<file path="config.mk">
export PLATFORM = sky130hd
export DESIGN_NAME = priority_mutex_wait_queue
export DESIGN_NICKNAME = d
export VERILOG_FILES = /design/src/pmwq_pkg.sv /design/src/priority_mutex_wait_queue.sv
export SDC_FILE = /design/constraint.sdc
export NUM_CORES = 1
export LEC_CHECK = 0
export ABC_AREA = 1
export BUFFER_PORTS_ARGS = -buffer_cell sky130_fd_sc_hd__clkbuf_2
export CAP_MARGIN = 20
export CORE_ASPECT_RATIO = 1.75
export CORE_MARGIN = 2
export CORE_UTILIZATION = 55
export CTS_CLUSTER_SIZE = 40
export DETAILED_ROUTE_END_ITERATION = 8
export GPL_TIMING_DRIVEN = 0
export PLACE_DENSITY = 0.71
export SYNTH_ARGS = -nofsm -noshare
export SYNTH_HDL_FRONTEND = slang
export SYNTH_SLANG_ARGS = --single-unit
</file>
<file path="constraint.sdc">
create_clock -name clk -period 5.7 [get_ports clk]
set_clock_uncertainty 0.1 [all_clocks]
set_input_delay 0.285 -clock clk [delete_from_list [all_inputs] [get_ports clk]]
set_output_delay 0.285 -clock clk [all_outputs]
set_load 0.01 [all_outputs]
</file>
<file path="src/pmwq_pkg.sv">
package pmwq_pkg;

    localparam int LEVELS_DEF = 32;
    localparam int TASKS_DEF  = 64;

    localparam int KIND_W   = 2;
    localparam int TASK_W   = 6;
    localparam int LEVEL_W  = 5;
    localparam int STATUS_W = 3;
    localparam int TOTAL_W  = 7;
    localparam int ID_SPACE = 2 ** TASK_W;

    localparam logic [KIND_W-1:0] KIND_TRY    = 2'd0;
    localparam logic [KIND_W-1:0] KIND_LOCK   = 2'd1;
    localparam logic [KIND_W-1:0] KIND_UNLOCK = 2'd2;

    localparam logic [STATUS_W-1:0] ST_ACQUIRED  = 3'd0;
    localparam logic [STATUS_W-1:0] ST_ALREADY   = 3'd1;
    localparam logic [STATUS_W-1:0] ST_BUSY      = 3'd2;
    localparam logic [STATUS_W-1:0] ST_QUEUED    = 3'd3;
    localparam logic [STATUS_W-1:0] ST_RELEASED  = 3'd4;
    localparam logic [STATUS_W-1:0] ST_NOT_OWNER = 3'd5;

    typedef enum logic [1:0] {
        S_IDLE,
        S_LEVEL,
        S_LINK,
        S_DONE
    } state_t;

endpackage

</file>
<file path="src/priority_mutex_wait_queue.sv">
// priority_mutex_wait_queue: hardware mutex with priority-ordered FIFO waiters.
// Request channel (req_valid / req_stall) carries one word per request: kind
// (try-lock, lock, unlock), requester_task and req_level. Response channel
// (rsp_valid / rsp_stall) returns exactly one word per request, in order:
// status, woken_valid, woken_task, woken_level and waiting_total.
// Waiters live in a per-level memory (count, head, tail) and a per-task link
// memory, both with registered read data. A request is accepted while the
// level entry is read; the block then decides and writes back. An unlock that
// pops a level holding two or more waiters also reads the link entry of the
// old head after the level entry, then writes the level entry back.
// One request is in flight at a time, so a new request is not taken until the
// previous one has been handed to the output register.
// The response sits in an output register; a new request is taken while it
// waits. When rsp_stall holds the register full, the next finished request
// waits in the block and req_stall stays high until the word can move.
// Reset frees the mutex and empties all queues at once; an occupancy bitmap
// marks which level entries are live, so no clearing pass is needed.
module priority_mutex_wait_queue
    import pmwq_pkg::*;
#(
    parameter int LEVELS = LEVELS_DEF,
    parameter int TASKS  = TASKS_DEF
)
(
    input  logic                clk,
    input  logic                rst_n,
    input  logic                req_valid,
    output logic                req_stall,
    input  logic [KIND_W-1:0]   kind,
    input  logic [TASK_W-1:0]   requester_task,
    input  logic [LEVEL_W-1:0]  req_level,
    output logic                rsp_valid,
    input  logic                rsp_stall,
    output logic [STATUS_W-1:0] status,
    output logic                woken_valid,
    output logic [TASK_W-1:0]   woken_task,
    output logic [LEVEL_W-1:0]  woken_level,
    output logic [TOTAL_W-1:0]  waiting_total
);

    localparam int LW   = $clog2(LEVELS);
    localparam int TW   = $clog2(TASKS);
    localparam int CW   = $clog2(TASKS + 1);
    localparam int EW   = CW + 2 * TW;
    localparam int LVW1 = LEVEL_W + 1;

    state_t state_reg, state_next;

    logic                holder_valid_reg, holder_valid_next;
    logic [TW-1:0]       holder_task_reg, holder_task_next;
    logic [LEVELS-1:0]   bitmap_reg, bitmap_next;
    logic [CW-1:0]       waiting_count_reg, waiting_count_next;

    logic [KIND_W-1:0]   cur_kind_reg, cur_kind_next;
    logic [TW-1:0]       cur_task_reg, cur_task_next;
    logic [LW-1:0]       lvl_addr_reg, lvl_addr_next;

    logic [STATUS_W-1:0] pend_status_reg, pend_status_next;
    logic                pend_wv_reg, pend_wv_next;
    logic [TW-1:0]       pend_wt_reg, pend_wt_next;
    logic [LW-1:0]       pend_wl_reg, pend_wl_next;

    logic                rsp_valid_reg, rsp_valid_next;
    logic [STATUS_W-1:0] status_reg, status_next;
    logic                woken_valid_reg, woken_valid_next;
    logic [TASK_W-1:0]   woken_task_reg, woken_task_next;
    logic [LEVEL_W-1:0]  woken_level_reg, woken_level_next;
    logic [TOTAL_W-1:0]  waiting_total_reg, waiting_total_next;

    logic [EW-1:0]       lvl_mem [LEVELS];
    logic [EW-1:0]       lvl_rdata_reg;
    logic                lvl_rd_en;
    logic [LW-1:0]       lvl_raddr;
    logic                lvl_we;
    logic [EW-1:0]       lvl_wdata;

    logic [TW-1:0]       link_mem [TASKS];
    logic [TW-1:0]       link_rdata_reg;
    logic                link_rd_en;
    logic [TW-1:0]       link_raddr;
    logic                link_we;
    logic [TW-1:0]       link_waddr;
    logic [TW-1:0]       link_wdata;

    logic [TW-1:0]       task_mod [ID_SPACE];
    logic [LW-1:0]       req_lv;
    logic [LW-1:0]       top_lv;

    logic [CW-1:0]       rd_cnt;
    logic [TW-1:0]       rd_head;
    logic [TW-1:0]       rd_tail;
    logic [CW-1:0]       cnt;
    logic                rsp_free;

    logic                emit;
    logic [STATUS_W-1:0] em_status;
    logic                em_wv;
    logic [TW-1:0]       em_wt;
    logic [LW-1:0]       em_wl;
    logic [CW-1:0]       em_total;

    logic [STATUS_W-1:0] dec_status;
    logic                dec_wv;
    logic [TW-1:0]       dec_wt;
    logic                need_link;

    // task id folded into the task range
    for (genvar g = 0; g < ID_SPACE; g++)
    begin : g_mod
        assign task_mod[g] = TW'(g % TASKS);
    end

    always_comb
    begin
        if ({1'b0, req_level} >= LVW1'(LEVELS))
            req_lv = LW'(LEVELS - 1);
        else
            req_lv = LW'(req_level);
    end

    // highest occupied level
    always_comb
    begin
        top_lv = '0;
        for (int i = 0; i < LEVELS; i++)
        begin
            if (bitmap_reg[i])
                top_lv = LW'(i);
        end
    end

    assign rd_cnt  = lvl_rdata_reg[EW-1 -: CW];
    assign rd_head = lvl_rdata_reg[2*TW-1 -: TW];
    assign rd_tail = lvl_rdata_reg[TW-1:0];
    assign cnt     = bitmap_reg[lvl_addr_reg] ? rd_cnt : '0;
    assign rsp_free = !rsp_valid_reg || !rsp_stall;

    always_ff @(posedge clk)
    begin
        if (lvl_rd_en)
            lvl_rdata_reg <= lvl_mem[lvl_raddr];
        if (lvl_we)
            lvl_mem[lvl_addr_reg] <= lvl_wdata;
    end

    always_ff @(posedge clk)
    begin
        if (link_rd_en)
            link_rdata_reg <= link_mem[link_raddr];
        if (link_we)
            link_mem[link_waddr] <= link_wdata;
    end

    always_ff @(posedge clk or negedge rst_n)
    begin
        if (!rst_n)
        begin
            state_reg         <= S_IDLE;
            holder_valid_reg  <= 1'b0;
            holder_task_reg   <= '0;
            bitmap_reg        <= '0;
            waiting_count_reg <= '0;
            rsp_valid_reg     <= 1'b0;
        end
        else
        begin
            state_reg         <= state_next;
            holder_valid_reg  <= holder_valid_next;
            holder_task_reg   <= holder_task_next;
            bitmap_reg        <= bitmap_next;
            waiting_count_reg <= waiting_count_next;
            rsp_valid_reg     <= rsp_valid_next;
        end
    end

    always_ff @(posedge clk)
    begin
        cur_kind_reg      <= cur_kind_next;
        cur_task_reg      <= cur_task_next;
        lvl_addr_reg      <= lvl_addr_next;
        pend_status_reg   <= pend_status_next;
        pend_wv_reg       <= pend_wv_next;
        pend_wt_reg       <= pend_wt_next;
        pend_wl_reg       <= pend_wl_next;
        status_reg        <= status_next;
        woken_valid_reg   <= woken_valid_next;
        woken_task_reg    <= woken_task_next;
        woken_level_reg   <= woken_level_next;
        waiting_total_reg <= waiting_total_next;
    end

    // decision on the level entry just read, and level write-back after a link read
    always_comb
    begin
        dec_status         = ST_NOT_OWNER;
        dec_wv             = 1'b0;
        dec_wt             = '0;
        need_link          = 1'b0;
        holder_valid_next  = holder_valid_reg;
        holder_task_next   = holder_task_reg;
        bitmap_next        = bitmap_reg;
        waiting_count_next = waiting_count_reg;
        lvl_we             = 1'b0;
        lvl_wdata          = lvl_rdata_reg;
        link_we            = 1'b0;
        link_waddr         = rd_tail;
        link_wdata         = cur_task_reg;
        link_rd_en         = 1'b0;
        link_raddr         = rd_head;

        if (state_reg == S_LEVEL)
        begin
            unique case (cur_kind_reg)
                KIND_TRY:
                begin
                    if (!holder_valid_reg)
                    begin
                        holder_valid_next = 1'b1;
                        holder_task_next  = cur_task_reg;
                        dec_status        = ST_ACQUIRED;
                    end
                    else
                        dec_status = ST_BUSY;
                end
                KIND_LOCK:
                begin
                    if (!holder_valid_reg)
                    begin
                        holder_valid_next = 1'b1;
                        holder_task_next  = cur_task_reg;
                        dec_status        = ST_ACQUIRED;
                    end
                    else if (holder_task_reg == cur_task_reg)
                        dec_status = ST_ALREADY;
                    else if (waiting_count_reg >= CW'(TASKS))
                        dec_status = ST_BUSY;
                    else
                    begin
                        dec_status = ST_QUEUED;
                        lvl_we     = 1'b1;
                        lvl_wdata  = {cnt + CW'(1),
                                      (cnt == '0) ? cur_task_reg : rd_head,
                                      cur_task_reg};
                        link_we    = (cnt != '0);
                        waiting_count_next = waiting_count_reg + CW'(1);
                        bitmap_next[lvl_addr_reg] = 1'b1;
                    end
                end
                KIND_UNLOCK:
                begin
                    if (holder_valid_reg && holder_task_reg == cur_task_reg)
                    begin
                        holder_valid_next = 1'b0;
                        holder_task_next  = '0;
                        dec_status        = ST_RELEASED;
                        if (bitmap_reg[lvl_addr_reg])
                        begin
                            dec_wv = 1'b1;
                            dec_wt = rd_head;
                            waiting_count_next = waiting_count_reg - CW'(1);
                            if (rd_cnt == CW'(1))
                                bitmap_next[lvl_addr_reg] = 1'b0;
                            else
                            begin
                                need_link  = 1'b1;
                                link_rd_en = 1'b1;
                            end
                        end
                    end
                end
                default:
                    dec_status = ST_NOT_OWNER;
            endcase
        end
        else if (state_reg == S_LINK)
        begin
            lvl_we    = 1'b1;
            lvl_wdata = {rd_cnt - CW'(1), link_rdata_reg, rd_tail};
        end
    end

    // sequencing and response register
    always_comb
    begin
        state_next       = state_reg;
        cur_kind_next    = cur_kind_reg;
        cur_task_next    = cur_task_reg;
        lvl_addr_next    = lvl_addr_reg;
        lvl_rd_en        = 1'b0;
        lvl_raddr        = req_lv;
        pend_status_next = pend_status_reg;
        pend_wv_next     = pend_wv_reg;
        pend_wt_next     = pend_wt_reg;
        pend_wl_next     = pend_wl_reg;
        emit             = 1'b0;
        em_status        = pend_status_reg;
        em_wv            = pend_wv_reg;
        em_wt            = pend_wt_reg;
        em_wl            = pend_wl_reg;
        em_total         = waiting_count_reg;
        req_stall        = (state_reg != S_IDLE);

        unique case (state_reg)
            S_IDLE:
            begin
                if (req_valid)
                begin
                    cur_kind_next = kind;
                    cur_task_next = task_mod[requester_task];
                    if (kind == KIND_UNLOCK)
                        lvl_raddr = top_lv;
                    lvl_addr_next = lvl_raddr;
                    lvl_rd_en     = 1'b1;
                    state_next    = S_LEVEL;
                end
            end
            S_LEVEL:
            begin
                pend_status_next = dec_status;
                pend_wv_next     = dec_wv;
                pend_wt_next     = dec_wt;
                pend_wl_next     = dec_wv ? lvl_addr_reg : '0;
                if (need_link)
                    state_next = S_LINK;
                else if (rsp_free)
                begin
                    emit       = 1'b1;
                    em_status  = dec_status;
                    em_wv      = dec_wv;
                    em_wt      = dec_wt;
                    em_wl      = dec_wv ? lvl_addr_reg : '0;
                    em_total   = waiting_count_next;
                    state_next = S_IDLE;
                end
                else
                    state_next = S_DONE;
            end
            S_LINK:
            begin
                if (rsp_free)
                begin
                    emit       = 1'b1;
                    state_next = S_IDLE;
                end
                else
                    state_next = S_DONE;
            end
            S_DONE:
            begin
                if (rsp_free)
                begin
                    emit       = 1'b1;
                    state_next = S_IDLE;
                end
            end
        endcase
    end

    always_comb
    begin
        rsp_valid_next     = rsp_valid_reg && rsp_stall;
        status_next        = status_reg;
        woken_valid_next   = woken_valid_reg;
        woken_task_next    = woken_task_reg;
        woken_level_next   = woken_level_reg;
        waiting_total_next = waiting_total_reg;
        if (emit)
        begin
            rsp_valid_next     = 1'b1;
            status_next        = em_status;
            woken_valid_next   = em_wv;
            woken_task_next    = TASK_W'(em_wt);
            woken_level_next   = LEVEL_W'(em_wl);
            waiting_total_next = TOTAL_W'(em_total);
        end
    end

    assign rsp_valid     = rsp_valid_reg;
    assign status        = status_reg;
    assign woken_valid   = woken_valid_reg;
    assign woken_task    = woken_task_reg;
    assign woken_level   = woken_level_reg;
    assign waiting_total = waiting_total_reg;

endmodule

</file>
Yosys cells after proc, flatten, opt, wreduce, memory -nomap -nowiden
Memories as Yosys holds them, arrays and structs flattened. A register that Yosys moved wholly into a read port is not among the register bits.
Cells that the tools add are included.

storage, ports and cells
  memories = 3
  bits in writable memories = 992
  word-level logic and storage cells = 193
  register bits = 93
  ROM bits = 384
  output and inout port bits = 24

memories
  name              words  width  read ports  clocked after memory_dff  wr ports  line                              RTL
  lvl_mem           32     19     1           1                         1         priority_mutex_wait_queue.sv:70   logic [EW-1:0] lvl_mem [LEVELS];
  (name not given)  64     6      1           1                         0         priority_mutex_wait_queue.sv:309  cur_task_next = task_mod[requester_task];
  link_mem          64     6      1           1                         1         priority_mutex_wait_queue.sv:77   logic [TW-1:0] link_mem [TASKS];

operators by class
  reductions and logical operators = 20
  $lt $le $gt $ge = 3
  add/sub/neg operators = 4
  equality and inequality tests = 17
  bitwise gates (word level) = 4
  muxes and demuxes = 125

operators by type and width
  operator                                                   count
  2-to-1 mux 32 bit                                          6
  2-to-1 mux 5 bit                                           36
  2-to-1 mux 19 bit                                          6
  2-to-1 mux 7 bit                                           10
  one-hot mux 32 bit (2 select lines)                        1
  2-to-1 mux 6 bit                                           9
  2-to-1 mux 1 bit                                           38
  AND 32 bit                                                 1
  NOT 32 bit                                                 1
  OR 32 bit                                                  1
  != test 2 bit (second input constant)                      9
  2-to-1 mux 2 bit                                           8
  adder 7 x 1 -> 7 bit (second input constant)               2
  one-hot mux 7 bit (2 select lines)                         1
  subtractor 7 x 1 -> 7 bit (second input constant)          2
  one-hot mux 6 bit (2 select lines)                         1
  2-to-1 mux 3 bit                                           3
  one-hot mux 3 bit (3 select lines)                         1
  equality test 2 bit (second input constant)                4
  one-hot mux 2 bit (4 select lines)                         1
  AND reduction 8 bit                                        1
  equality test 7 x 1 -> 1 bit (second input constant)       1
  greater-or-equal comparator 7 bit (second input constant)  1
  zero test 7 bit                                            1
  other kinds (18)                                           28

Logic depth before layout (Yosys ltp)
Gate-level depths: netlist of the first run.

  depth after elaboration = 34
  mapped depth = 44
  mapped depth without buffers = 42

Least setup slack after synthesis of the first run
OpenSTA, ideal clock, no wires.

  kind = flip-flop to flip-flop
  start point = reg cur_task_reg[1]
  end point = mem lvl_mem[24][0] (netlist bit) (enable)
  period minus slack after synthesis = 4,447 ps
  required time = 5,181 ps
  path slack = 1,253 ps
  cell stages (with the launch flop) = 14
  arrival = 3,928 ps
  setup time = 419 ps
  cell sequence = edfxtp_1 inv_1 nor2_1 nor4_1 nand2_1 or3_1 nand2_1 nor2_1 inv_1 nor2_1 or2_2 inv_1 clkbuf_1 nor3_1

on the way
  longest elaborated chain between the ends = 7

RTL lines
  what                                    line                              RTL
  from (decl)                             priority_mutex_wait_queue.sv:55   logic [TW-1:0] cur_task_reg, cur_task_next;
  equality test 6 bit                     priority_mutex_wait_queue.sv:233  else if (holder_task_reg == cur_task_reg)
  2-to-1 mux 1 bit                        priority_mutex_wait_queue.sv:233
  2-to-1 mux 1 bit                        priority_mutex_wait_queue.sv:227  if (!holder_valid_reg)
  2-to-1 mux 1 bit                        priority_mutex_wait_queue.sv:213  unique case (cur_kind_reg)
  2-to-1 mux 1 bit                        priority_mutex_wait_queue.sv:211  if (state_reg == S_LEVEL)
  2-to-1 mux 1 bit                        priority_mutex_wait_queue.sv:142  if (lvl_we)
  2-to-1 mux 1 bit (implied by the code)  priority_mutex_wait_queue.sv:143  lvl_mem[lvl_addr_reg] <= lvl_wdata;
  to (decl)                               priority_mutex_wait_queue.sv:70

Every way passes these cells.

Final worst setup path of the first run
  start point = reg lvl_addr_reg[1]
  end point = mem link_mem[5][1] (netlist bit) (enable)

on the way
  longest elaborated chain between the ends = 11

RTL lines
  what                                    line                              RTL
  from (decl)                             priority_mutex_wait_queue.sv:56   logic [LW-1:0] lvl_addr_reg, lvl_addr_next;
  from (signal assigned)                  priority_mutex_wait_queue.sv:180  lvl_addr_reg <= lvl_addr_next;
  binary-select mux 1 bit (select 5 bit)  priority_mutex_wait_queue.sv:135  assign cnt = bitmap_reg[lvl_addr_reg] ? rd_cnt : '0;
  2-to-1 mux 1 bit (implied by the code)  priority_mutex_wait_queue.sv:135
  2-to-1 mux 7 bit                        priority_mutex_wait_queue.sv:135
  nonzero test 7 bit                      priority_mutex_wait_queue.sv:244  link_we = (cnt != '0);
  2-to-1 mux 1 bit                        priority_mutex_wait_queue.sv:235  else if (waiting_count_reg >= CW'(TASKS))
  2-to-1 mux 1 bit                        priority_mutex_wait_queue.sv:233
  2-to-1 mux 1 bit                        priority_mutex_wait_queue.sv:227
  2-to-1 mux 1 bit                        priority_mutex_wait_queue.sv:213
  2-to-1 mux 1 bit                        priority_mutex_wait_queue.sv:211
  2-to-1 mux 1 bit                        priority_mutex_wait_queue.sv:150  if (link_we)
  2-to-1 mux 1 bit (implied by the code)  priority_mutex_wait_queue.sv:151  link_mem[link_waddr] <= link_wdata;
  to (decl)                               priority_mutex_wait_queue.sv:77

Every way passes these cells. The select of a mux whose other input is x is not followed.

==> results.ini, run 1 <==
[outcome]
status=complete, no violations

[route]
first_iter_violations=3929
antenna_left=0
firstDrtPassIters=6
vias=35300
via_per_inst=5.98
wire_per_inst_microns=26.5
routed_wl_microns=156000
drc=0

[critical_path]
path_cells=nor2_1 -> inv_1 -> clkbuf_1 -> o22ai_1 -> nor2_1 -> nor2_1 -> nor3_1 -> nand2_1 -> inv_2 -> nor2_1 -> inv_1 -> ha_1 -> nand2_1 -> nand2_1 -> nor2_1 -> nand3_1 -> nor2_1
r2r_slack_ns=0.41
cp_common_cell=nor2_1
crit_type=reg2reg
required_ns=5.93
crit_arrival_ns=5.51
slowest_stage=nor2_1
cp_max_fo=10
slowest_delay_ns=0.93
end_kind=register
critPathLaunchType=register

[power_and_ir_drop]
powerDensity_mw_per_mm2=505
power_mw=27.7
clkPwrFrac=0.243
net-switching-power_mw=11.0
power_switching_share=0.395
power_leakage_nw=20.6
power_frac_comb=0.366
p_seq_frac=0.391
ir_worst_vdd_uv=403
internal_power_mw=16.8

[yosys]
synth_flop_cell=edfxtp_1
synth-edff-count=1067
netlist_area_sq_mm=0.0483
ys_top_cells_by_count=1067 x edfxtp_1, 825 x nand2_1, 694 x nand3_1, 415 x inv_1, 400 x nor2_1
syn-num-nets=4447
yosys.area.top_type=edfxtp_1
synth_top_area_frac=0.664
synth.distinct_cells=46
ys_seq_area_frac=0.689
syn_area_per_cell_sq_um=10.9
async_flop_share=0.0439
ys_warn_count=0
synth_seq_cells=1116
syn_inst=4420
yosys-top-cells-area=edfxtp_1 66%, nand3_1 7.2%, nand2_1 6.4%
yosysMostFrequentCell=edfxtp_1

[timing]
whs_ns=0.0393
timing.final.crit_share=0.927
post-route-min-period_ns=5.29
rsz0062_at_grt=no
hold_violations=0
fmax_mhz=189
setup_tns_ns=0
slew_violations=0
slew-limit-headroom=0.220
setup_viol=0
worst_pin_slew_ns=1.17

[die]
core_area_sq_mm=0.0870
fp.dieH_microns=396
initial_utilization=0.555
fp.dieArea_sq_mm=0.0902
rows=143
die_w_microns=228
ios=41

[clock_network]
cts_buffers=97
clkLatencyLatePin_ns=0.71
cts_root_buffer=clkbuf_16
path_clk_slew_ns=0.07
clockBufferDepth=3
cts_tree=yes
post_cts_resized=0
cts.sink_count=1116
cts_max_level=3
holdBufCountCts=17
cts_setup_buffers=0

[placement]
hpwl_microns=112000
gp_congestion=1.06
port-buffer-count=40

[global_routing]
grt_max_degree=35
grt_use_total=0.345
overflow=0
grt_pass1_wl_microns=224000
antenna_found_initial=2
grt_pass1_vias=34700

[finish]
largest_reg_flops=608
area_growth_pct=13.8
drive_gt1_frac=0.0845
final_nets=4677

[flow_run]
drv_cap=0

[min_path]
hold_class=in2reg

[final timing paths]
path / startpoint / endpoint / depth (start not counted)
max: lvl_addr_reg[1] / link_mem[5][1] / 17
min reg2reg: register / register / 2
min in group asynchronous: rst_n / asynchronous set/reset pin / 4
min: req_valid / state_reg[0] / 3
max in group asynchronous: rst_n / asynchronous set/reset pin / 4
max reg2reg: lvl_addr_reg[1] / link_mem[5][1] / 17
[layout make-up]
class,instances,area [sq um]
antenna,1,2.50
buffer,268,1200
clock buffer,123,2620
clock inverter,60,598
fill,6777,32000
inverter,427,1600
multi-input combinational,2609,12600
sequential,1116,33300
tap,1160,1450
timing repair buffer,131,1640
[critical path, delay by kind of cell (launching register included)]
family | cells | cell delay [ns]
simple gates | 11 | 2.89
flops | 1 | 0.50
buf+inv | 4 | 0.86
compound gates | 1 | 0.32
fa+ha+maj | 1 | 0.20
[cells by family after synthesis]
group / count (synthesis) / synth area share
xor+xnor: 7 / 0.00127
buf+inv: 695 / 0.0581
simple gates: 2078 / 0.189
flops: 1116 / 0.689
compound gates: 514 / 0.0598
fa+ha+maj: 10 / 0.00259
[per-stage QoR]
step                      setup slack [ns]  cells  utilization  instance area (sq um)
final                                0.414   5895        0.632                  54900
after detailed placement             0.725   5692        0.592                  51500
after global placement               -4.46   5620        0.574                  49900
after CTS                            0.680   5892        0.631                  54900
after global routing                 0.206   5894        0.632                  54900
after floorplan                       1.25   4420            -                  48300
[layout by cell type (no fill, tap or decap), types with 13 or more instances in the layout]
cell type / n
o21ai_0: 301
buf_2: 41
edfxtp_1: 1067
buf_4: 15
buf_6: 47
inv_1: 415
clkbuf_16: 98
dlygate4sd3_1: 17
buf_1: 26
nand3b_1: 77
o221ai_1: 13
nand4_1: 25
nor3_2: 32
o22ai_1: 122
dfrtp_1: 49
a21oi_1: 17
buf_16: 23
clkinv_1: 17
o21ai_4: 13
nand3_1: 694
clkinv_2: 21
nor2_1: 399
clkbuf_1: 193
nand2_1: 825
clkbuf_2: 41
[power groups by stage]
stage                     combinational (mW)  sequential (mW)  clock [mW]
after global placement                  8.67             11.4           0
after detailed placement                9.74             11.0           0
after CTS                               9.79             10.8        6.75
after global routing                    10.6             10.9        7.08
after floorplan                         4.79             11.1           0
final                                   10.2             10.8        6.76
[layer usage]
layer	track usage	vias to the layer above	share of wire	routed length [microns]
met5	0	-	0	0
met2	0.608	1945	0.51	79300
li1	-	15900	-	-
met1	0.345	16800	0.31	48300
met4	0.312	0	0.11	16400
met3	0.0643	623	0.078	12100
Note: power is estimated with default switching activity, not from simulation.
==> run 2: changes to the inputs <==
Settings changed: ABC_AREA 1 to default.
==> results.ini, run 2 <==
[outcome]
status=complete, no violations

[placement]
hpwl_microns=91100
gp_congestion=0.950
port-buffer-count=40

[route]
via_per_inst=6.65
wire_per_inst_microns=30.8
drc=0
antenna_left=0
first_iter_violations=3264
routed_wl_microns=127000
firstDrtPassIters=6
vias=27500

[die]
fp.dieH_microns=386
fp.dieArea_sq_mm=0.0856
initial_utilization=0.552
ios=41
core_area_sq_mm=0.0829
rows=140
die_w_microns=222

[timing]
hold_violations=0
slew_violations=0
setup_viol=0
whs_ns=0.0465
worst_pin_slew_ns=1.27
timing.final.crit_share=0.896
slew-limit-headroom=0.145
fmax_mhz=196
post-route-min-period_ns=5.10
rsz0062_at_grt=no

[global_routing]
antenna_found_initial=7
overflow=0
grt_pass1_vias=28000
grt_pass1_wl_microns=184000
grt_use_total=0.298
grt_max_degree=37

[clock_network]
cts_tree=yes
clkLatencyLatePin_ns=0.71
cts_buffers=96
cts_root_buffer=clkbuf_16
cts.sink_count=1116
cts_max_level=3
clockBufferDepth=3
path_clk_slew_ns=0.07

[yosys]
yosys-top-cells-area=edfxtp_1 70%, mux4_2 6.6%, a211oi_1 4.9%
syn_area_per_cell_sq_um=16.6
synth_seq_cells=1116
netlist_area_sq_mm=0.0458
synth-edff-count=1067
synth.distinct_cells=73
syn_inst=2757
ys_seq_area_frac=0.727
synth_top_area_frac=0.700
synth_flop_cell=edfxtp_1
yosysMostFrequentCell=edfxtp_1
async_flop_share=0.0439
ys_warn_count=0
syn-num-nets=2784
yosys.area.top_type=edfxtp_1
ys_top_cells_by_count=1067 x edfxtp_1, 312 x and3_1, 296 x a211oi_1, 147 x nor2_1, 140 x clkbuf_1

[finish]
layout_common_cells=1067 x edfxtp_1, 312 x and3_1, 296 x a211oi_1
multi_input_area_sq_mm=0.0118
drive_gt1_frac=0.184
final_nets=3010
regArea_sq_mm=0.0333
area_growth_pct=13.9
nFillCells=5759
final_common_cell=edfxtp_1
utilization=0.629
largest_reg_flops=608

[power_and_ir_drop]
power_leakage_nw=17.1
powerDensity_mw_per_mm2=439
ir_worst_vdd_uv=439

[critical_path]
cp_max_fo=10
crit_arrival_ns=5.54
required_ns=6.14
end_kind=register
critPathLaunchType=register
crit_type=reg2reg

[min_path]
hold_class=in2async

[flow_run]
drv_cap=0

==> run 2: cell count changes after synthesis, moves of 46 or more <==
cell | previous run | this run
and3_1 | 1 | 312
nand3b_1 | 77 | 5
nor4_1 | 7 | 92
nor2_1 | 400 | 147
a211oi_1 | 1 | 296
nand2_1 | 825 | 87
mux4_2 | 0 | 134
mux2_2 | 0 | 46
inv_1 | 415 | 23
o21ai_0 | 315 | 28
nand3_1 | 694 | 17
o22ai_1 | 122 | 2
==> run 2: cells by family (layout without fill, tap and decap cells) <==
group / count (synthesis) / count (layout) / share of synthesized area
mux: 198 / 198 / 0.0812
compound gates: 415 / 415 / 0.0695
xor+xnor: 9 / 9 / 0.00172
simple gates: 797 / 797 / 0.0982
flops: 1116 / 1116 / 0.727
buf+inv: 212 / 518 / 0.0198
fa+ha+maj: 10 / 10 / 0.00273
other cells: 0 / 3 / 0
==> run 2: worst max-delay path: stages (launching register included) <==
cell      delay (ns)
dfrtp_1         0.45
or3b_1          0.36
buf_2           0.20
nor2_1          0.49
o211ai_2        0.41
nand2_1         0.30
buf_2           0.41
clkbuf_1        0.67
a211oi_1        0.17
nor4_1          0.94
and4_1          0.41
==> run 2: area by class of cell <==
type / count / area share
Sequential cell: 1116 / 0.638
Tap cell: 1065 / 0.0256
Inverter: 23 / 0.00166
Antenna cell: 3 / 0.000144
Clock buffer: 111 / 0.0476
Buffer: 189 / 0.0157
Clock inverter: 67 / 0.0124
Multi-Input combinational cell: 1429 / 0.227
Timing Repair Buffer: 128 / 0.0322
==> run 2: repair_timing <==
action                                 4_1_cts  5_1_grt
setup buffers                                0        0
resized for setup                            0        0
hold buffers                                15        0
setup endpoints to repair                    0        0
endpoints found under the hold margin       65        0
==> run 2: per-stage QoR <==
stage / instances / worst slack [ns] / TNS (ns) / power, mW / cell area [sq um]
floorplan: 2757 / 1.23 / 0 / 13.6 / 45800
global placement: 3862 / -2.39 / -692.65 / 15.7 / 47300
detailed placement: 3933 / 0.744 / 0 / 16.4 / 48800
CTS: 4126 / 0.746 / 0 / 22.8 / 52100
global route: 4128 / 0.436 / 0 / 23.5 / 52100
finish: 4131 / 0.595 / 0 / 22.9 / 52100
==> run 2: worst paths after layout <==
| path | start | end | slack, ns | depth (start not counted) |
|---|---|---|---|---|
| max | state_reg[0] | lvl_rdata_reg[12] | 0.60 | 10 |
| min in group clk | req_valid | state_reg[0] | 0.22 | 4 |
| max reg2reg | state_reg[0] | lvl_rdata_reg[12] | 0.60 | 10 |
| min reg2reg | register | register | 0.41 | 1 |
| max in group asynchronous | rst_n | holder_task_reg[1] | 4.87 | 3 |
| min | rst_n | asynchronous set/reset pin | 0.05 | 2 |
==> run 2: per-layer routing <==
layer,track usage,part of all wire,vias to the layer above
met3,0.0450,0.072,413
met1,0.321,0.33,14000
met4,0.196,0.073,0
met2,0.542,0.53,1426
li1,-,-,11700
met5,0,0,-
==> run 2: power breakdown <==
part / total [mW] / internal [mW] / switching [mW]
clock network: 6.58 / 3.59 / 2.98
logic: 5.80 / 1.95 / 3.85
registers: 10.5 / 10.2 / 0.299
